--- src/design/depth_tested_line_rasterizer_macros.svh ---
// ---------------------------------------------------------------------------
// Assertion macros for the depth-tested line rasterizer
// Each macro samples on clk and is disabled while arst_n is low.
// ---------------------------------------------------------------------------
`ifndef DEPTH_TESTED_LINE_RASTERIZER_MACROS_SVH
`define DEPTH_TESTED_LINE_RASTERIZER_MACROS_SVH

// same-cycle implication
`define DTLR_ASSERT_IMPL(label, ante, cons) \
	label: assert property (@(posedge clk) disable iff (!arst_n) (ante) |-> (cons)) \
		else $error("dtlr: same-cycle check failed");

// next-cycle implication
`define DTLR_ASSERT_NEXT(label, ante, cons) \
	label: assert property (@(posedge clk) disable iff (!arst_n) (ante) |=> (cons)) \
		else $error("dtlr: next-cycle check failed");

`endif

--- src/design/dtlr_pkg.sv ---
// ---------------------------------------------------------------------------
// dtlr_pkg
// Shared constants and controller/datapath interface types.
// ---------------------------------------------------------------------------
package dtlr_pkg;

	localparam int SCREEN_WIDTH  = 32;
	localparam int SCREEN_HEIGHT = 32;
	localparam int STORE_DEPTH   = 1024;
	localparam int IDX_W         = $clog2(STORE_DEPTH);

	localparam int COORD_W  = 9;
	localparam int FRAC_W   = 4;
	localparam int DEPTH_W  = 16;
	localparam int COLOUR_W = 32;
	localparam int PIX_W    = 6;
	localparam int CHAN_W   = 8;
	localparam int STEP_W   = 6;

	localparam int IN_DATA_W  = 136;
	localparam int OUT_DATA_W = 40;

	localparam logic OP_DRAW  = 1'b0;
	localparam logic OP_CLEAR = 1'b1;

	typedef struct packed {
		logic load;
		logic set1;
		logic set2;
		logic walk;
		logic clr;
	} dtlr_cmd_t;

	typedef struct packed {
		logic adv;
		logic last_dot;
		logic clr_done;
		logic pipe_busy;
	} dtlr_status_t;

endpackage

--- src/design/dtlr_ctrl.sv ---
// ---------------------------------------------------------------------------
// dtlr_ctrl
// Command sequencer: clear sweep, line setup, dot walk and pipeline drain.
// ---------------------------------------------------------------------------
module dtlr_ctrl (
	input  logic                  clk,
	input  logic                  arst_n,
	input  logic                  in_valid,
	input  logic                  in_opcode,
	output logic                  in_ready,
	input  dtlr_pkg::dtlr_status_t status,
	output dtlr_pkg::dtlr_cmd_t   cmd
);
	import dtlr_pkg::*;

	localparam logic [2:0] ST_CLEAR = 3'd0;
	localparam logic [2:0] ST_IDLE  = 3'd1;
	localparam logic [2:0] ST_SET1  = 3'd2;
	localparam logic [2:0] ST_SET2  = 3'd3;
	localparam logic [2:0] ST_WALK  = 3'd4;
	localparam logic [2:0] ST_DRAIN = 3'd5;

	logic [2:0] state_q;
	logic [2:0] state_n;
	logic       accept;

	assign in_ready = (state_q == ST_IDLE);
	assign accept   = in_valid && in_ready;

	always_comb begin
		cmd      = '0;
		cmd.load = accept && (in_opcode == OP_DRAW);
		cmd.set1 = (state_q == ST_SET1);
		cmd.set2 = (state_q == ST_SET2);
		cmd.walk = (state_q == ST_WALK);
		cmd.clr  = (state_q == ST_CLEAR);
	end

	always_comb begin
		state_n = state_q;
		unique case (state_q)
			ST_CLEAR: begin
				if (status.clr_done) state_n = ST_IDLE;
			end
			ST_IDLE: begin
				if (accept) state_n = (in_opcode == OP_CLEAR) ? ST_CLEAR : ST_SET1;
			end
			ST_SET1: state_n = ST_SET2;
			ST_SET2: state_n = ST_WALK;
			ST_WALK: begin
				if (status.adv && status.last_dot) state_n = ST_DRAIN;
			end
			ST_DRAIN: begin
				if (!status.pipe_busy) state_n = ST_IDLE;
			end
			default: state_n = ST_IDLE;
		endcase
	end

	always_ff @(posedge clk or negedge arst_n) begin
		if (!arst_n) begin
			state_q <= ST_CLEAR;
		end else begin
			state_q <= state_n;
		end
	end

endmodule

--- config.mk ---
export PLATFORM = sky130hd
export DESIGN_NAME = dtlr_ctrl
export DESIGN_NICKNAME = d
export VERILOG_FILES = /design/src/design/depth_tested_line_rasterizer_macros.svh /design/src/design/dtlr_pkg.sv /design/src/design/dtlr_ctrl.sv
export SDC_FILE = /design/constraint.sdc
export NUM_CORES = 1
export LEC_CHECK = 0
export BUFFER_PORTS_ARGS = -buffer_cell sky130_fd_sc_hd__buf_2
export CAP_MARGIN = 0
export CORE_AREA = 2 2 39 41
export CTS_BUF_LIST = sky130_fd_sc_hd__clkbuf_8
export CTS_CLUSTER_SIZE = 12
export DETAILED_ROUTE_END_ITERATION = 10
export DIE_AREA = 0 0 41 43
export MAX_ROUTING_LAYER = met4
export PLACE_DENSITY = 0.42
export SYNTH_ARGS = -nofsm -noshare
export SYNTH_HDL_FRONTEND = slang
export SYNTH_SLANG_ARGS = --single-unit
--- constraint.sdc ---
create_clock -name clk -period 1.1 [get_ports clk]
set_input_delay 0.22 -clock clk [delete_from_list [all_inputs] [get_ports clk]]
set_output_delay 0.22 -clock clk [all_outputs]
set_load 0.01 [all_outputs]
# Yosys cells after proc, flatten, opt, wreduce, memory -nomap -nowiden
# Cells that the tools add are included.
dict set report classes {
  shifts 0
  mux 6
  div_mod_pow 0
  n_eq_ne 9
  bitwise 1
  n_reduce_logical 5
  magnitude_cmp 0
  addsub 0
  n_mul 0
}
# operator count
set ops {}
lappend ops {{case mux 3 bit (6 select lines)} 1}
lappend ops {{two-way mux 3 bit} 4}
lappend ops {{== test 3 x 2 -> 1 bit, second input constant} 2}
lappend ops {{== test 3 bit, second input constant} 2}
lappend ops {{!= test 2 x 1 -> 1 bit, second input constant} 2}
lappend ops {{!= test 2 bit, second input constant} 2}
lappend ops {{AND reduction 4 bit} 1}
lappend ops {{== test 3 x 1 -> 1 bit, second input constant} 1}
lappend ops {{logical AND 1 bit} 3}
lappend ops {{logical NOT 3 bit} 1}
lappend ops {{two-way mux 2 bit} 1}
lappend ops {{inverter 1 bit} 1}
dict set report word_totals {
  word_cells 22
  input_bits 8
  latch_bits 0
  ff_bits 3
  ramBits 0
  romBits 0
  mem_count 0
}

# Depth between registers and ports, before layout
dict set report depth {
  word_depth 4
  mapped_depth 3
  ltp_nobuf 3
}

# Worst setup path before layout
# OpenSTA, ideal clock, no wires.
dict set report synth_path {
  kind {register to output}
  start {register state_q[2]}
  end {output port cmd[4] in the netlist's numbering}
  t_arrival_ps 942
  stages_incl_launch_ff 3
  slack_ps -62
  n_path_buf 0
  path_cell_list {dfrtp_1 nor3b_2 and3b_1}
}
# element line_no
set synth_lines {}
lappend synth_lines {{start: declaration} dtlr_ctrl.sv:23} ;# logic [2:0] state_q;
lappend synth_lines {{start signal: assignment} dtlr_ctrl.sv:64} ;# state_q <= state_n;
lappend synth_lines {{end: declaration} dtlr_ctrl.sv:12} ;# output dtlr_pkg::dtlr_cmd_t cmd

==> qor.txt <==
Worst slew margin - 85.5%
layout cells sized above 1 - 78.7%
Initial Utilization - 12.4%
Placed Cells - 53
worst min-delay path category - in -> reg
H-tree depth - 1
CP peak stage delay - 0.43 ns
unrepaired setup endpoints after global routing - true
CP Max Fanout - 5
Bufs and invs on worst path - 1
fill count - 153
drt total wl - 644 microns
ANT cells - 0
GRT Util Overall - 8.35%
# setup viols final - 8
Worst-Margin Slew - 0.215 ns
Sink Count - 3
P&R area growth vs syn - 163%
Setup TNS Final - -1.66 ns
Worst Setup End Kind - output pin
drt wl/cell - 10.2 microns
power per cell area - 2680 nW/um^2
top_reg_cell synth - dfrtp_1
multi-input combinational cell area - 140 sq um
Top Registers - state_q: 3 flops
DRT antenna net count - 0
DRC violations left - 0
FF+latch count, synth - 3
Syn Inst Count - 19
Seq/Total Area, Yosys - 43.8%
Max clock buf depth - 2
Async SR Flop Fraction - 100%
Avg Cell Area, Syn - 9.02 sq um
critical path startpoint category - flip-flop
Max Transition Viols Final - 0
sequential cell area - 78.8 sq um
final layout net count - 56
later-pin clock latency in the skew report - 0.21 ns
pin count of the biggest net entering global routing - 6
CP required - 0.88 ns
CTS buffer count - 3
CP arrival - 1.16 ns
full die area - 1760 sq um
first-pass GRT wire length - 903 microns
Via-to-Cell Ratio - 4.02
CTS tree - built
Place WS - -0.0812 ns
fin cells - 63
period utilization - 125%
Yosys cell types - 13
Largest register FFs - 3
drt initial violations - 1
Post-Syn Nets - 27
PortBufs - 13
drt first pass iters - 2
final hold violation count - 0
Worst path slowest cell - dfrtp_2
die width - 41 microns
Tmin final - 1.38 ns
Static Leak - 0.239 nW
critical path type - reg -> out
slack of the critical path - -0.280 ns
Most flops, register - state_q
status - complete, but fails checks
antenna violations before repair - 0
Reg clk slew, reported paths - 0.03 ns
Yosys top cell area share - 43.8%
critical path cell sequence - nor3b_4 -> and3b_2 -> buf_6
Max-cap violations - 0
Post-Syn Area - 171 sq um
final core utilization - 32.5%
gpl congestion - 0.583
failing checks - setup timing
EDFF count, synth - 0
Overflow after GRT - 0
top post-synthesis cells by area - dfrtp_1, a21oi_1, nor3b_1, nor3b_2, and3b_1
leading area contributor after synthesis - dfrtp_1
commonest cells in the netlist - a21oi_1, dfrtp_1, nand2_1, nor3b_1
CORE AREA - 1380 sq um
fmax - 725 MHz
vias - 253
Top Family by Delay on Critical Path - flip-flops
VDD IR max - 0.817 mV
die height - 43 microns
Boundary Pins - 14
clk root buf - clkbuf_8
Yosys warnings - 0
Setup Skew - 0.00121 ns
Rows - 14
vias in the first global route - 234
## metal layers
| metal | share of wire (%) | global-route usage, % | vias up |
|---|---|---|---|
| met5 | 0 | - | - |
| met4 | 0 | 6.00 | 0 |
| met3 | 7.8 | 4.71 | 0 |
| met2 | 52 | 12.5 | 11 |
| met1 | 40 | 7.44 | 119 |
| li1 | - | - | 123 |
## timing repair
action,4_1_cts,5_1_grt
hold buffers,1,0
gates cloned,0,0
setup endpoints to repair,8,9
buffers inserted,5,0
resized for setup,10,4
pin swaps,6,1
endpoints found under the hold margin,3,0
## power breakdown
group / internal, mW / switching, mW
clock: 0.237 / 0.0706
combinational: 0.388 / 0.266
sequential: 0.165 / 0.0805
total: 0.791 / 0.417
## cell families (layout without fill, tap and decap cells)
| kind of cell | count (synthesis) | after routing | share of synthesized area (%) |
|---|---|---|---|
| buffers and inverters | 1 | 29 | 2.19 |
| AND/OR/NAND/NOR | 10 | 10 | 38.0 |
| flip-flops | 3 | 3 | 43.8 |
| AO/OA/AOI/OAI | 5 | 5 | 16.1 |
## area by class of cell
type / instances / share of cell area [%]
repair buffers: 24 / 36.1
multi-input cells: 15 / 31.1
flip-flops and latches: 3 / 17.5
clock buffers: 3 / 9.17
well taps: 16 / 4.44
clock inverters: 1 / 0.833
inverters: 1 / 0.833
## per-stage QoR
stage               hold WS, ns  cell area [sq um]  power [mW]
floorplan               -0.0756                179       0.439
global placement         0.0203                302       0.670
detailed placement       0.0228                302       0.665
CTS                       0.258                433        1.16
global route              0.276                450        1.29
finish                    0.252                450        1.21
## placed cells by master (no fill, tap or decap), drive strengths merged, types with 2 or more instances in the layout
cell type  count
nand2          2
nor3b          3
buf           23
clkbuf         3
a21oi          3
inv            2
dfrtp          3
## worst register-to-register path: stages (launching register included)
cell     delay (ns)
dfrtp_2        0.43
nor3b_4        0.16
and3b_2        0.20
buf_4          0.13
or2_1          0.20
## worst paths after layout
path	from	endpoint	slack [ns]	cells past startpoint
min in group asynchronous	arst_n	state_q[2]	0.33	2
setup / recovery	state_q[1]	cmd[4]	-0.28	3
setup reg to reg	state_q[0]	state_q[1]	-0.15	4
hold / removal	status[2]	state_q[0]	0.25	3
max in group asynchronous	arst_n	state_q[0]	0.64	2
hold reg to reg	state_q[2]	state_q[2]	0.58	1
No activity file was read; power rests on OpenSTA's default activity.
